File: src/hdl/tms_pkg.sv
// Shared types, constants and helper functions of the triangle midpoint subdivider.
package tms_pkg;

	localparam int ATTR_WIDTH      = 16;
	localparam int NUM_ATTR        = 11;
	localparam int FRAC_BITS       = 12;
	localparam int TRI_QUEUE_DEPTH = 2;
	localparam int SQ_WIDTH        = 2 * ATTR_WIDTH;
	localparam int DIV_WIDTH       = ATTR_WIDTH + FRAC_BITS + 2;

	localparam int A_POS_X = 0;
	localparam int A_NRM_X = 3;
	localparam int A_TAN_X = 6;
	localparam int A_TEX_U = 9;

	typedef logic signed [ATTR_WIDTH-1:0] attr_t;
	typedef attr_t [NUM_ATTR-1:0] attr_vec_t;

	typedef struct packed {
		attr_t pos_x;
		attr_t pos_y;
		attr_t pos_z;
		attr_t nrm_x;
		attr_t nrm_y;
		attr_t nrm_z;
		attr_t tan_x;
		attr_t tan_y;
		attr_t tan_z;
		attr_t tex_u;
		attr_t tex_v;
	} vertex_t;

	typedef struct packed {
		attr_t out_pos_x;
		attr_t out_pos_y;
		attr_t out_pos_z;
		attr_t out_nrm_x;
		attr_t out_nrm_y;
		attr_t out_nrm_z;
		attr_t out_tan_x;
		attr_t out_tan_y;
		attr_t out_tan_z;
		attr_t out_tex_u;
		attr_t out_tex_v;
		logic  run_last;
	} result_t;

	typedef struct packed {
		attr_vec_t v0;
		attr_vec_t v1;
		attr_vec_t v2;
	} tri_t;

	function automatic attr_vec_t vertex_to_vec(vertex_t v);
		attr_vec_t a;
		a[0]  = v.pos_x;
		a[1]  = v.pos_y;
		a[2]  = v.pos_z;
		a[3]  = v.nrm_x;
		a[4]  = v.nrm_y;
		a[5]  = v.nrm_z;
		a[6]  = v.tan_x;
		a[7]  = v.tan_y;
		a[8]  = v.tan_z;
		a[9]  = v.tex_u;
		a[10] = v.tex_v;
		return a;
	endfunction

	function automatic result_t vec_to_result(attr_vec_t a, logic last);
		result_t r;
		r.out_pos_x = a[0];
		r.out_pos_y = a[1];
		r.out_pos_z = a[2];
		r.out_nrm_x = a[3];
		r.out_nrm_y = a[4];
		r.out_nrm_z = a[5];
		r.out_tan_x = a[6];
		r.out_tan_y = a[7];
		r.out_tan_z = a[8];
		r.out_tex_u = a[9];
		r.out_tex_v = a[10];
		r.run_last  = last;
		return r;
	endfunction

	// Floor of the halved sum is the upper bits of the full-width sum.
	function automatic attr_t half_sum(attr_t a, attr_t b);
		logic signed [ATTR_WIDTH:0] s;
		s = {a[ATTR_WIDTH-1], a} + {b[ATTR_WIDTH-1], b};
		return s[ATTR_WIDTH:1];
	endfunction

endpackage

File: src/hdl/triangle_midpoint_subdivider_core.sv
// Top level of the triangle midpoint subdivider.
//
// Vertices enter one word at a time on the vertex port: a word is taken at a
// clock edge where push is high and full is low. Every third vertex closes a
// triangle, and six result words follow on the result port in the order
// v0, v1, v2, m01, m12, m02; run_last is set on the sixth. A result word is
// shown while empty is low and is taken at an edge where pop is high.
// The front end only holds the first two vertices and hands each complete
// triangle to a queue of TRI_QUEUE_DEPTH triangles, so vertices keep flowing
// while the back end works. The back end picks up a triangle and emits the
// three corners, then for each midpoint forms the halved sums and, for the
// normal and for the tangent, squares and sums the three components, takes the
// square root and runs up to three divisions, each a setup and then the quotient
// bits, on the shared bit-serial root and divider, and then emits the midpoint.
// After the third vertex the triangle is written into the queue, the back end
// picks it up, and the first corner is then registered in the output word.
// Reset clears the vertex position and empties both the queue and the output
// register. When the receiver stalls, the output word holds, the back end
// waits, the queue fills and finally full rises on a triangle's third vertex.
module triangle_midpoint_subdivider_core #(
	parameter int TRI_QUEUE_DEPTH = tms_pkg::TRI_QUEUE_DEPTH
) (
	input  logic             clk,
	input  logic             arst_n,
	input  tms_pkg::vertex_t vertex,
	input  logic             push,
	output logic             full,
	output tms_pkg::result_t result,
	output logic             empty,
	input  logic             pop
);
	import tms_pkg::*;

	logic q_full;
	logic q_push;
	tri_t q_in;
	logic q_pop;
	tri_t q_out;
	logic q_empty;

	tms_front u_front (
		.clk    (clk),
		.arst_n (arst_n),
		.vertex (vertex),
		.push   (push),
		.full   (full),
		.q_full (q_full),
		.q_push (q_push),
		.q_data (q_in)
	);

	tms_tri_queue #(
		.DEPTH (TRI_QUEUE_DEPTH)
	) u_queue (
		.clk      (clk),
		.arst_n   (arst_n),
		.push     (q_push),
		.data_in  (q_in),
		.full     (q_full),
		.pop      (q_pop),
		.data_out (q_out),
		.empty    (q_empty)
	);

	tms_back u_back (
		.clk     (clk),
		.arst_n  (arst_n),
		.tri_in  (q_out),
		.q_empty (q_empty),
		.q_pop   (q_pop),
		.result  (result),
		.empty   (empty),
		.pop     (pop)
	);

endmodule

File: src/hdl/tms_front.sv
// Front end: takes vertices, holds the first two of a triangle, queues whole triangles.
module tms_front (
	input  logic           clk,
	input  logic           arst_n,
	input  tms_pkg::vertex_t vertex,
	input  logic           push,
	output logic           full,
	input  logic           q_full,
	output logic           q_push,
	output tms_pkg::tri_t  q_data
);
	import tms_pkg::*;

	localparam logic [1:0] SLOT_V0 = 2'd0;
	localparam logic [1:0] SLOT_V1 = 2'd1;
	localparam logic [1:0] SLOT_V2 = 2'd2;

	logic [1:0] slot_q;
	attr_vec_t  v0_q;
	attr_vec_t  v1_q;
	attr_vec_t  cur;
	logic       accept;

	assign cur    = vertex_to_vec(vertex);
	assign full   = (slot_q == SLOT_V2) && q_full;
	assign accept = push && !full;
	assign q_push = accept && (slot_q == SLOT_V2);
	assign q_data = '{v0: v0_q, v1: v1_q, v2: cur};

	always_ff @(posedge clk or negedge arst_n) begin
		if (!arst_n) begin
			slot_q <= SLOT_V0;
		end else if (accept) begin
			unique case (slot_q)
				SLOT_V0: slot_q <= SLOT_V1;
				SLOT_V1: slot_q <= SLOT_V2;
				default: slot_q <= SLOT_V0;
			endcase
		end
	end

	// The unused slot code behaves like the first slot.
	always_ff @(posedge clk) begin
		if (accept && slot_q == SLOT_V1) begin
			v1_q <= cur;
		end else if (accept && slot_q != SLOT_V2) begin
			v0_q <= cur;
		end
	end

endmodule

File: src/hdl/tms_tri_queue.sv
// Short queue of whole triangles between the front and the back end.
module tms_tri_queue #(
	parameter int DEPTH = tms_pkg::TRI_QUEUE_DEPTH
) (
	input  logic          clk,
	input  logic          arst_n,
	input  logic          push,
	input  tms_pkg::tri_t data_in,
	output logic          full,
	input  logic          pop,
	output tms_pkg::tri_t data_out,
	output logic          empty
);
	import tms_pkg::*;

	localparam int PTR_W = (DEPTH > 1) ? $clog2(DEPTH) : 1;
	localparam int CNT_W = $clog2(DEPTH + 1);

	tri_t             mem_q [DEPTH];
	logic [PTR_W-1:0] wr_ptr_q;
	logic [PTR_W-1:0] rd_ptr_q;
	logic [CNT_W-1:0] count_q;
	logic             do_push;
	logic             do_pop;

	assign full     = (count_q == CNT_W'(DEPTH));
	assign empty    = (count_q == '0);
	assign do_push  = push && !full;
	assign do_pop   = pop && !empty;
	assign data_out = mem_q[rd_ptr_q];

	function automatic logic [PTR_W-1:0] next_ptr(logic [PTR_W-1:0] p);
		return (p == PTR_W'(DEPTH - 1)) ? '0 : p + 1'b1;
	endfunction

	always_ff @(posedge clk or negedge arst_n) begin
		if (!arst_n) begin
			wr_ptr_q <= '0;
			rd_ptr_q <= '0;
			count_q  <= '0;
		end else begin
			if (do_push) wr_ptr_q <= next_ptr(wr_ptr_q);
			if (do_pop)  rd_ptr_q <= next_ptr(rd_ptr_q);
			if (do_push && !do_pop) count_q <= count_q + 1'b1;
			else if (do_pop && !do_push) count_q <= count_q - 1'b1;
		end
	end

	always_ff @(posedge clk) begin
		if (do_push) mem_q[wr_ptr_q] <= data_in;
	end

endmodule

File: src/hdl/tms_back.sv
// Back end: emits corners, forms midpoints and renormalizes them with a shared root and divider.
module tms_back (
	input  logic            clk,
	input  logic            arst_n,
	input  tms_pkg::tri_t   tri_in,
	input  logic            q_empty,
	output logic            q_pop,
	output tms_pkg::result_t result,
	output logic            empty,
	input  logic            pop
);
	import tms_pkg::*;

	localparam int W     = ATTR_WIDTH;
	localparam int CNT_W = $clog2(DIV_WIDTH + 1);

	localparam logic [2:0] IDX_V0  = 3'd0;
	localparam logic [2:0] IDX_V1  = 3'd1;
	localparam logic [2:0] IDX_V2  = 3'd2;
	localparam logic [2:0] IDX_M01 = 3'd3;
	localparam logic [2:0] IDX_M12 = 3'd4;
	localparam logic [2:0] IDX_M02 = 3'd5;

	typedef enum logic [7:0] {
		S_IDLE   = 8'b0000_0001,
		S_CORNER = 8'b0000_0010,
		S_HALF   = 8'b0000_0100,
		S_SQ     = 8'b0000_1000,
		S_SQRT   = 8'b0001_0000,
		S_DIVSET = 8'b0010_0000,
		S_DIV    = 8'b0100_0000,
		S_MID    = 8'b1000_0000
	} state_t;

	state_t               state_q;
	logic [2:0]           idx_q;
	logic                 vec_q;
	logic [1:0]           comp_q;
	logic [CNT_W-1:0]     cnt_q;
	attr_vec_t            hs_q;
	logic [SQ_WIDTH-1:0]  acc_q;
	logic [SQ_WIDTH-1:0]  sq_n_q;
	logic [W+1:0]         sq_rem_q;
	logic [W-1:0]         root_q;
	logic [DIV_WIDTH-1:0] dvd_q;
	logic [W:0]           drem_q;
	logic [DIV_WIDTH-1:0] quo_q;
	attr_t                unit_q [6];
	result_t              out_q;
	logic                 out_valid_q;

	attr_vec_t            va;
	attr_vec_t            vb;
	attr_vec_t            hsum_c;
	attr_vec_t            corner_c;
	attr_vec_t            mid_c;
	attr_t                comp_val;
	logic [W-1:0]         mag_c;
	logic [SQ_WIDTH-1:0]  sq_c;
	logic [W+1:0]         sq_trial_rem;
	logic [W+1:0]         sq_trial;
	logic                 sq_ge;
	logic [W:0]           dvs;
	logic [W+1:0]         dtr;
	logic                 d_ge;
	logic [DIV_WIDTH-1:0] quo_next;
	logic [2:0]           unit_idx;
	logic                 slot_free;
	logic                 out_load;

	assign slot_free = !out_valid_q || pop;
	assign out_load  = slot_free && (state_q == S_CORNER || state_q == S_MID);
	assign empty     = !out_valid_q;
	assign result    = out_q;
	assign q_pop     = (state_q == S_MID) && slot_free && (idx_q == IDX_M02);

	assign va = (idx_q == IDX_M12) ? tri_in.v1 : tri_in.v0;
	assign vb = (idx_q == IDX_M01) ? tri_in.v1 : tri_in.v2;

	always_comb begin
		for (int k = 0; k < NUM_ATTR; k++) begin
			hsum_c[k] = half_sum(va[k], vb[k]);
		end
	end

	always_comb begin
		case (idx_q)
			IDX_V0:  corner_c = tri_in.v0;
			IDX_V1:  corner_c = tri_in.v1;
			default: corner_c = tri_in.v2;
		endcase
	end

	always_comb begin
		mid_c = hs_q;
		for (int k = 0; k < 3; k++) begin
			mid_c[A_NRM_X + k] = unit_q[k];
			mid_c[A_TAN_X + k] = unit_q[3 + k];
		end
	end

	// Component under work: normal while vec_q is low, tangent otherwise.
	always_comb begin
		case ({vec_q, comp_q})
			3'b000:  comp_val = hs_q[A_NRM_X];
			3'b001:  comp_val = hs_q[A_NRM_X + 1];
			3'b010:  comp_val = hs_q[A_NRM_X + 2];
			3'b100:  comp_val = hs_q[A_TAN_X];
			3'b101:  comp_val = hs_q[A_TAN_X + 1];
			default: comp_val = hs_q[A_TAN_X + 2];
		endcase
	end

	assign mag_c    = comp_val[W-1] ? (~comp_val + 1'b1) : comp_val;
	assign sq_c     = mag_c * mag_c;
	assign unit_idx = vec_q ? (3'd3 + {1'b0, comp_q}) : {1'b0, comp_q};

	// Square root, two radicand bits per cycle.
	assign sq_trial_rem = {sq_rem_q[W-1:0], sq_n_q[SQ_WIDTH-1 -: 2]};
	assign sq_trial     = {root_q, 2'b01};
	assign sq_ge        = (sq_trial_rem >= sq_trial);

	// Restoring divider by twice the root, one quotient bit per cycle.
	assign dvs      = {root_q, 1'b0};
	assign dtr      = {drem_q, dvd_q[DIV_WIDTH-1]};
	assign d_ge     = (dtr >= {1'b0, dvs});
	assign quo_next = {quo_q[DIV_WIDTH-2:0], d_ge};

	function automatic attr_t sat_quot(logic [DIV_WIDTH-1:0] q, logic neg);
		logic [W-1:0] lo;
		lo = q[W-1:0];
		if (!neg) begin
			if (q > DIV_WIDTH'((1 << (W - 1)) - 1)) return {1'b0, {(W-1){1'b1}}};
			return lo;
		end
		if (q > DIV_WIDTH'(1 << (W - 1))) return {1'b1, {(W-1){1'b0}}};
		return ~lo + 1'b1;
	endfunction

	always_ff @(posedge clk or negedge arst_n) begin
		if (!arst_n) begin
			state_q     <= S_IDLE;
			idx_q       <= IDX_V0;
			vec_q       <= 1'b0;
			comp_q      <= '0;
			cnt_q       <= '0;
			out_valid_q <= 1'b0;
		end else begin
			if (out_load) out_valid_q <= 1'b1;
			else if (pop) out_valid_q <= 1'b0;
			unique case (state_q)
				S_IDLE: begin
					if (!q_empty) begin
						idx_q   <= IDX_V0;
						state_q <= S_CORNER;
					end
				end
				S_CORNER: begin
					if (slot_free) begin
						out_q <= vec_to_result(corner_c, 1'b0);
						idx_q <= idx_q + 1'b1;
						if (idx_q == IDX_V2) state_q <= S_HALF;
					end
				end
				S_HALF: begin
					hs_q    <= hsum_c;
					acc_q   <= '0;
					vec_q   <= 1'b0;
					comp_q  <= '0;
					state_q <= S_SQ;
				end
				S_SQ: begin
					acc_q <= acc_q + sq_c;
					if (comp_q == 2'd2) begin
						sq_n_q   <= acc_q + sq_c;
						sq_rem_q <= '0;
						root_q   <= '0;
						cnt_q    <= '0;
						comp_q   <= '0;
						state_q  <= S_SQRT;
					end else begin
						comp_q <= comp_q + 1'b1;
					end
				end
				S_SQRT: begin
					sq_n_q   <= {sq_n_q[SQ_WIDTH-3:0], 2'b00};
					sq_rem_q <= sq_ge ? (sq_trial_rem - sq_trial) : sq_trial_rem;
					root_q   <= {root_q[W-2:0], sq_ge};
					cnt_q    <= cnt_q + 1'b1;
					if (cnt_q == CNT_W'(W - 1)) state_q <= S_DIVSET;
				end
				S_DIVSET: begin
					if (root_q == '0) begin
						// A zero-length vector renormalizes to zero.
						unit_q[unit_idx] <= '0;
						if (comp_q != 2'd2) begin
							comp_q <= comp_q + 1'b1;
						end else if (!vec_q) begin
							vec_q   <= 1'b1;
							comp_q  <= '0;
							acc_q   <= '0;
							state_q <= S_SQ;
						end else begin
							state_q <= S_MID;
						end
					end else begin
						dvd_q   <= (DIV_WIDTH'(mag_c) << (FRAC_BITS + 1)) + DIV_WIDTH'(root_q);
						drem_q  <= '0;
						quo_q   <= '0;
						cnt_q   <= '0;
						state_q <= S_DIV;
					end
				end
				S_DIV: begin
					dvd_q  <= {dvd_q[DIV_WIDTH-2:0], 1'b0};
					drem_q <= d_ge ? (W+1)'(dtr - {1'b0, dvs}) : dtr[W:0];
					quo_q  <= quo_next;
					cnt_q  <= cnt_q + 1'b1;
					if (cnt_q == CNT_W'(DIV_WIDTH - 1)) begin
						unit_q[unit_idx] <= sat_quot(quo_next, comp_val[W-1]);
						if (comp_q != 2'd2) begin
							comp_q  <= comp_q + 1'b1;
							state_q <= S_DIVSET;
						end else if (!vec_q) begin
							vec_q   <= 1'b1;
							comp_q  <= '0;
							acc_q   <= '0;
							state_q <= S_SQ;
						end else begin
							state_q <= S_MID;
						end
					end
				end
				S_MID: begin
					if (slot_free) begin
						out_q   <= vec_to_result(mid_c, idx_q == IDX_M02);
						idx_q   <= idx_q + 1'b1;
						state_q <= (idx_q == IDX_M02) ? S_IDLE : S_HALF;
					end
				end
				default: state_q <= S_IDLE;
			endcase
		end
	end

endmodule

File: config.mk
export PLATFORM = sky130hd
export DESIGN_NAME = triangle_midpoint_subdivider_core
export DESIGN_NICKNAME = d
export VERILOG_FILES = /design/src/hdl/tms_pkg.sv /design/src/hdl/triangle_midpoint_subdivider_core.sv /design/src/hdl/tms_front.sv /design/src/hdl/tms_tri_queue.sv /design/src/hdl/tms_back.sv
export SDC_FILE = /design/constraint.sdc
export NUM_CORES = 2
export LEC_CHECK = 0
export ABC_AREA = 1
export ABC_CLOCK_PERIOD_IN_PS = 23700
export BUFFER_PORTS_ARGS = -buffer_cell sky130_fd_sc_hd__buf_2
export CORE_ASPECT_RATIO = 1.2
export CORE_MARGIN = 2
export CORE_UTILIZATION = 47
export CTS_CLUSTER_DIAMETER = 30
export DETAILED_ROUTE_END_ITERATION = 16
export PLACE_DENSITY = 0.65
export RECOVER_POWER = 25
export SYNTH_ARGS = -nofsm -noshare
export SYNTH_HDL_FRONTEND = slang
export SYNTH_SLANG_ARGS = --single-unit
File: constraint.sdc
create_clock -name clk -period 23.7 [get_ports clk]
set_clock_uncertainty 0.1 [all_clocks]
set_input_delay 2.37 -clock clk [delete_from_list [all_inputs] [get_ports clk]]
set_output_delay 2.37 -clock clk [all_outputs]
set_load 0.05 [all_outputs]
### Yosys cells after proc, flatten, opt, wreduce, memory -nomap -nowiden

Memory sizes are Yosys's and may differ from the RTL's.
Index checks and enable logic that the tools add are counted.

| cells by class | value |
|---|---|
| eq/ne operators | 36 |
| magnitude comparators | 4 |
| reductions and logical operators | 49 |
| multiplexer cells | 92 |
| multipliers | 1 |
| $add $sub $neg | 25 |
| bitwise operators | 4 |

Operators by type and width:

| cell | number |
|---|---|
| 177-bit 2-to-1 mux | 2 |
| 177-bit case mux with 2 select lines | 1 |
| 176-bit 2-to-1 mux | 2 |
| 176-bit case mux with 2 select lines | 1 |
| 16-bit 2-to-1 mux | 13 |
| 16-bit by 16-bit adder with 17-bit output | 11 |
| 32-bit 2-to-1 mux | 5 |
| 32-bit case mux with 4 select lines | 1 |
| 8-bit 2-to-1 mux | 11 |
| 16-bit case mux with 5 select lines | 1 |
| 16-bit case mux with 2 select lines | 2 |
| 32-bit case mux with 2 select lines | 1 |
| 8-bit case mux with 8 select lines | 1 |
| 30-bit case mux with 2 select lines | 1 |
| 29-bit case mux with 2 select lines | 1 |
| 17-bit 2-to-1 mux | 2 |
| 17-bit case mux with 2 select lines | 1 |
| 16-bit by 1-bit adder with 16-bit output (second input constant) | 2 |
| 32-bit adder | 1 |
| 16-bit by 16-bit multiplier with 32-bit output | 1 |
| 16-bit NOT | 2 |
| 29-bit by 16-bit adder with 30-bit output | 1 |
| 30-bit by 15-bit > comparator with 1-bit output (second input constant) | 1 |
| 30-bit by 16-bit > comparator with 1-bit output (second input constant) | 1 |
| other kinds (55) | 145 |

| word-level totals | value |
|---|---|
| RAM bits | 1152 |
| input bits | 180 |
| memories | 2 |
| bits in registers | 903 |
| output and inout bits | 179 |

Memories:

| memory | depth | bits a word | read ports | clocked after memory_dff | wr ports | line | text |
|---|---|---|---|---|---|---|---|
| u_queue.mem_q | 2 | 528 | 1 | 0 | 1 | tms_tri_queue.sv:19 | `tri_t mem_q [DEPTH];` |
| u_back.unit_q | 6 | 16 | 6 | 0 | 1 | tms_back.sv:48 | `attr_t unit_q [6];` |

### Depth between registers and ports, before layout

| depth | value |
|---|---|
| depth after elaboration | 14 |
| depth in mapped cells | 49 |

### Modules after synthesis

A second synthesis with hierarchy kept.

| second synthesis, totals | value |
|---|---|
| cells, all modules | 9160 |
| area, all modules | 100067.2 um^2 |

By module, submodules not included:

| module | sequential area each (um^2) | area an instance (um^2) | instances | cells each |
|---|---|---|---|---|
| tms_back | 19149.6 | 49032.0 | 1 | 5826 |
| tms_tri_queue | 31810.5 | 39029.9 | 1 | 2789 |
| tms_front | 10620.2 | 12005.3 | 1 | 545 |

### Worst setup path before layout

OpenSTA, ideal clock, no wires.

| path | value |
|---|---|
| kind | input-to-reg |
| start point | in push |
| end point | mem u_queue.mem_q[0][0] in the netlist's numbering (enable) |
| slack | -2.315 ns |
| path buffers | 0 |
| required time | 22.168 ns |
| arrival | 24.482 ns |
| library setup time | 1.432 ns |
| stages on the path | 4 |
| cell sequence | inv_1 nor2_1 nand2_1 nor2_1 |

| between the ends | value |
|---|---|
| cells in the longest elaborated chain, start to end | 5 |

Ends and longest elaborated chain:

| element | line | text |
|---|---|---|
| start: declaration | triangle_midpoint_subdivider_core.sv:26 | `input logic push,` |
| 1-bit logical AND | tms_front.sv:26 | `assign accept = push && !full;` |
| 1-bit logical AND | tms_front.sv:27 | `assign q_push = accept && (slot_q == SLOT_V2);` |
| 1-bit logical AND | tms_tri_queue.sv:28 | `assign do_push = push && !full;` |
| 1-bit 2-to-1 mux | tms_tri_queue.sv:50 | `if (do_push) mem_q[wr_ptr_q] <= data_in;` |
| 1-bit 2-to-1 mux (implied by the code) | tms_tri_queue.sv:50 |  |
| end: declaration | tms_tri_queue.sv:19 |  |

No other way between the ends.

### Worst setup path in the final report

| path | value |
|---|---|
| start point | reg u_back.comp_q[0] |
| end point | reg u_back.sq_n_q[28] (data pin) |

| between the ends | value |
|---|---|
| cells in the longest elaborated chain, start to end | 9 |

Ends and longest elaborated chain:

| element | line | text |
|---|---|---|
| start: declaration | tms_back.sv:38 | `logic [1:0] comp_q;` |
| start signal: assignment | tms_back.sv:182 | `comp_q <= comp_q + 1'b1;` |
| start signal: assignment | tms_back.sv:197 | `comp_q <= comp_q + 1'b1;` |
| start signal: assignment | tms_back.sv:222 | `comp_q <= comp_q + 1'b1;` |
| 3-bit == test (tied with other cells) | tms_back.sv:104 | `case ({vec_q, comp_q})` |
| 16-bit case mux with 5 select lines (*) | tms_back.sv:104 |  |
| 16-bit NOT | tms_back.sv:114 | `assign mag_c = comp_val[W-1] ? (~comp_val + 1'b1) : comp_val;` |
| 16-bit by 1-bit adder with 16-bit output | tms_back.sv:114 |  |
| 16-bit 2-to-1 mux (*) | tms_back.sv:114 |  |
| 16-bit by 16-bit multiplier with 32-bit output (*) | tms_back.sv:115 | `assign sq_c = mag_c * mag_c;` |
| 32-bit adder (*) | tms_back.sv:175 | `sq_n_q <= acc_q + sq_c;` |
| 32-bit 2-to-1 mux (*) | tms_back.sv:174 | `if (comp_q == 2'd2) begin` |
| 32-bit case mux with 2 select lines (*) | tms_back.sv:151 | `unique case (state_q)` |
| end signal: assignment | tms_back.sv:175 |  |
| end signal: assignment | tms_back.sv:186 | `sq_n_q <= {sq_n_q[SQ_WIDTH-3:0], 2'b00};` |
| end: declaration | tms_back.sv:42 | `logic [SQ_WIDTH-1:0] sq_n_q;` |

Mark *: on every way between the ends. The rest lies on a longest branch, timed or not. The select of a mux whose other input is x is not followed.
A chain may end at the register's enable or synchronous reset.

==> results.json <==
{
  "grt.busiest_layer": "met2",
  "crit_path_start": "u_back.comp_q[0]",
  "rsz0062_at_grt": "false",
  "clk_latency_ns": 0.99,
  "via_count": 64800,
  "synthCells": 8162,
  "synth_top_area_cell": "edfxtp_1",
  "ios": 359,
  "min_from": "u_front.q_data[477]",
  "port_buffers": 358,
  "ctsHtreeMaxLevel": 5,
  "wl_mm": 292,
  "worstHoldPathType": "reg -> reg",
  "finalCritPeriodShare": 0.415,
  "cts_hold_buf": 0,
  "startpoint_type": "flop",
  "synth_top_area_frac": 0.627,
  "cts_root_buf": "clkbuf_16",
  "clock_sinks": 2055,
  "fin_crit_ns": 9.85,
  "grt_pass1_wl_mm": 421,
  "dieArea_sq_um": 210000,
  "areaGrowthSynthToFinish_pct": 18.6,
  "async_flop_share": 0.0127,
  "dpl.hpwl_mm": 198,
  "synth_ff_type": "edfxtp_1",
  "yosysMostFrequentCell": "edfxtp_1",
  "drtIter0Drc": 5546,
  "path_common_cell": "inv_1",
  "drive_above_1_share": 0.126,
  "crit_fanout": 19,
  "netlist_top_cells_area": "edfxtp_1 63%, nand2_1 7.0%, o21ai_0 4.7%",
  "grt_overflow_total": 0,
  "cp_slowest_cell": "ha_1",
  "required_ns": 24.27,
  "cts_made_buffers": 394,
  "synth_common_cells": "2029 x edfxtp_1, 1821 x nand2_1, 911 x o21ai_0, 645 x inv_1, 373 x nor2_1",
  "use_met3": 0.0477,
  "via_per_inst": 5.50,
  "crit_type": "reg -> reg",
  "yosys_register_bits": 2055,
  "start_util": 0.474,
  "synth_edf_count": 2029,
  "placed_cell_area_sq_um": 102000,
  "path_clk_slew_ns": 0.05,
  "postCtsSetupBuffers": 0,
  "cts.path.max_buffers": 4,
  "dieHeight_microns": 502,
  "slowest_delay_ns": 0.72,
  "final_area_sq_um": 115000,
  "antenna_found_initial": 64,
  "tightest_slew_ns": 1.42,
  "rows": 182,
  "rr_worst_depth": 39,
  "arrival_ns": 10.42,
  "cts_resized": 0,
  "crit_end": "u_back.sq_n_q[28]",
  "r2r_slack_ns": 13.85,
  "crit_path_end_kind": "flop",
  "r2r-start": "u_back.comp_q[0]",
  "drv_cap": 0,
  "use_met2": 0.475,
  "place_congestion": 0.940,
  "hold_violations": 0,
  "synth_cell_types": 63,
  "relSlewSlack": 0.0475,
  "yosys_warnings": 0,
  "antenna_left": 0,
  "drtPass1Iterations": 6,
  "r2r_end": "u_back.sq_n_q[28]",
  "core_sq_um": 205000,
  "drv_slew": 0,
  "clock.fmax_mhz": 102,
  "syn_area_sq_um": 97200,
  "setup_violations": 0,
  "die_x_microns": 419,
  "grt_max_degree": 161,
  "outcome": "complete, no violations",
  "wl_per_cell_microns": 24.8,
  "grt_pass1_vias": 65400,
  "use_met1": 0.313,
  "tritoncts": "done",
  "grtUsageTotal": 0.275,
  "fin_nets": 9382,
  "drc_errors": 0,
  "avgSynthCellArea_sq_um": 11.9,
  "ys_seq_area_frac": 0.634
}
==> layout make-up <==
class	instances	area, sq um
Fill cell	16700	89900
Sequential cell	2055	61600
Multi-Input combinational cell	5116	31800
Clock buffer	429	10100
Tap cell	2760	3450
Clock inverter	277	3230
Inverter	670	2560
Timing Repair Buffer	444	2400
Antenna cell	41	103
==> state kept, by name, indices dropped and copies added (netlist names), 29 cells and up <==
| name | flops |
|---|---|
| u_queue.mem_q | 1056 |
| u_back.hs_q | 176 |
| u_back.sq_n_q | 32 |
| u_back.quo_q | 29 |
| u_back.unit_q | 96 |
| u_back.dvd_q | 30 |
| u_front.q_data | 352 |
| u_back.acc_q | 32 |
| u_back.result | 177 |
==> cell usage in the layout (no fill, tap or decap), types with 31 or more instances in the layout <==
cell           n
a21oi_1      332
buf_2        257
buf_4         79
bufinv_16     51
clkbuf_1     132
clkbuf_16    398
clkinv_1      47
clkinv_2      42
clkinv_4      35
clkinvlp_4    42
diode_2       41
edfxtp_1    2029
fa_1         205
ha_1         315
inv_1        640
inv_6         47
mux2i_1      366
nand2_1     1817
nand3_1      206
nor2_1       362
o21ai_0      902
o21ai_1       31
o22ai_1       50
or2_2         41
xnor2_1       66
xor2_1       150
==> critical path, delay by kind of cell (launching register included) <==
kind | cells | cell delay (ns)
adder cells (fa/ha/maj) | 9 | 4.36
buffers and inverters | 9 | 1.38
AND/OR/NAND/NOR | 16 | 2.50
XOR/XNOR | 1 | 0.18
flip-flops | 1 | 0.45
AO/OA/AOI/OAI | 4 | 0.58
==> routing by layer <==
metal | wire (microns) | vias to the layer above
li1 | - | 29700
met1 | 105000 | 31900
met2 | 148000 | 2557
met3 | 18400 | 715
met4 | 20000 | 20
met5 | 144 | -
==> logic make-up after synthesis <==
| kind of cell | after synthesis | share of synthesized area |
|---|---|---|
| AND/OR/NAND/NOR | 2575 | 0.108 |
| flip-flops | 2055 | 0.634 |
| AO/OA/AOI/OAI | 1426 | 0.0768 |
| buffers and inverters | 999 | 0.0407 |
| adder cells (fa/ha/maj) | 521 | 0.0829 |
| multiplexers | 366 | 0.0377 |
| XOR/XNOR | 218 | 0.0198 |
| other | 2 | 0.0000773 |
==> through the flow <==
stage	util	hold WS (ns)	worst slack, ns	TNS [ns]	instances
final	0.562	0.285	13.85	0	11800
after global routing	0.562	0.285	13.15	0	11800
after CTS	0.562	0.276	13.84	0	11800
after detailed placement	0.497	0.329	13.84	0	11000
after global placement	0.497	0.322	14.03	0	11000
after floorplan	-	0.321	-2.31	-2444.59	8170
==> worst min path at each step <==
stage	endpoint	depth (start not counted)
final	u_queue.mem_q[0][477]	0
after floorplan	u_queue.mem_q[0][176]	0
after detailed placement	u_queue.mem_q[0][461]	0
after global routing	u_queue.mem_q[1][477]	0
after CTS	u_queue.mem_q[1][477]	0
after global placement	u_queue.mem_q[0][493]	0
Power is left out: the tool's default activity adds up to more than one toggle a clock period on the data nets, which glitch-free logic cannot reach.
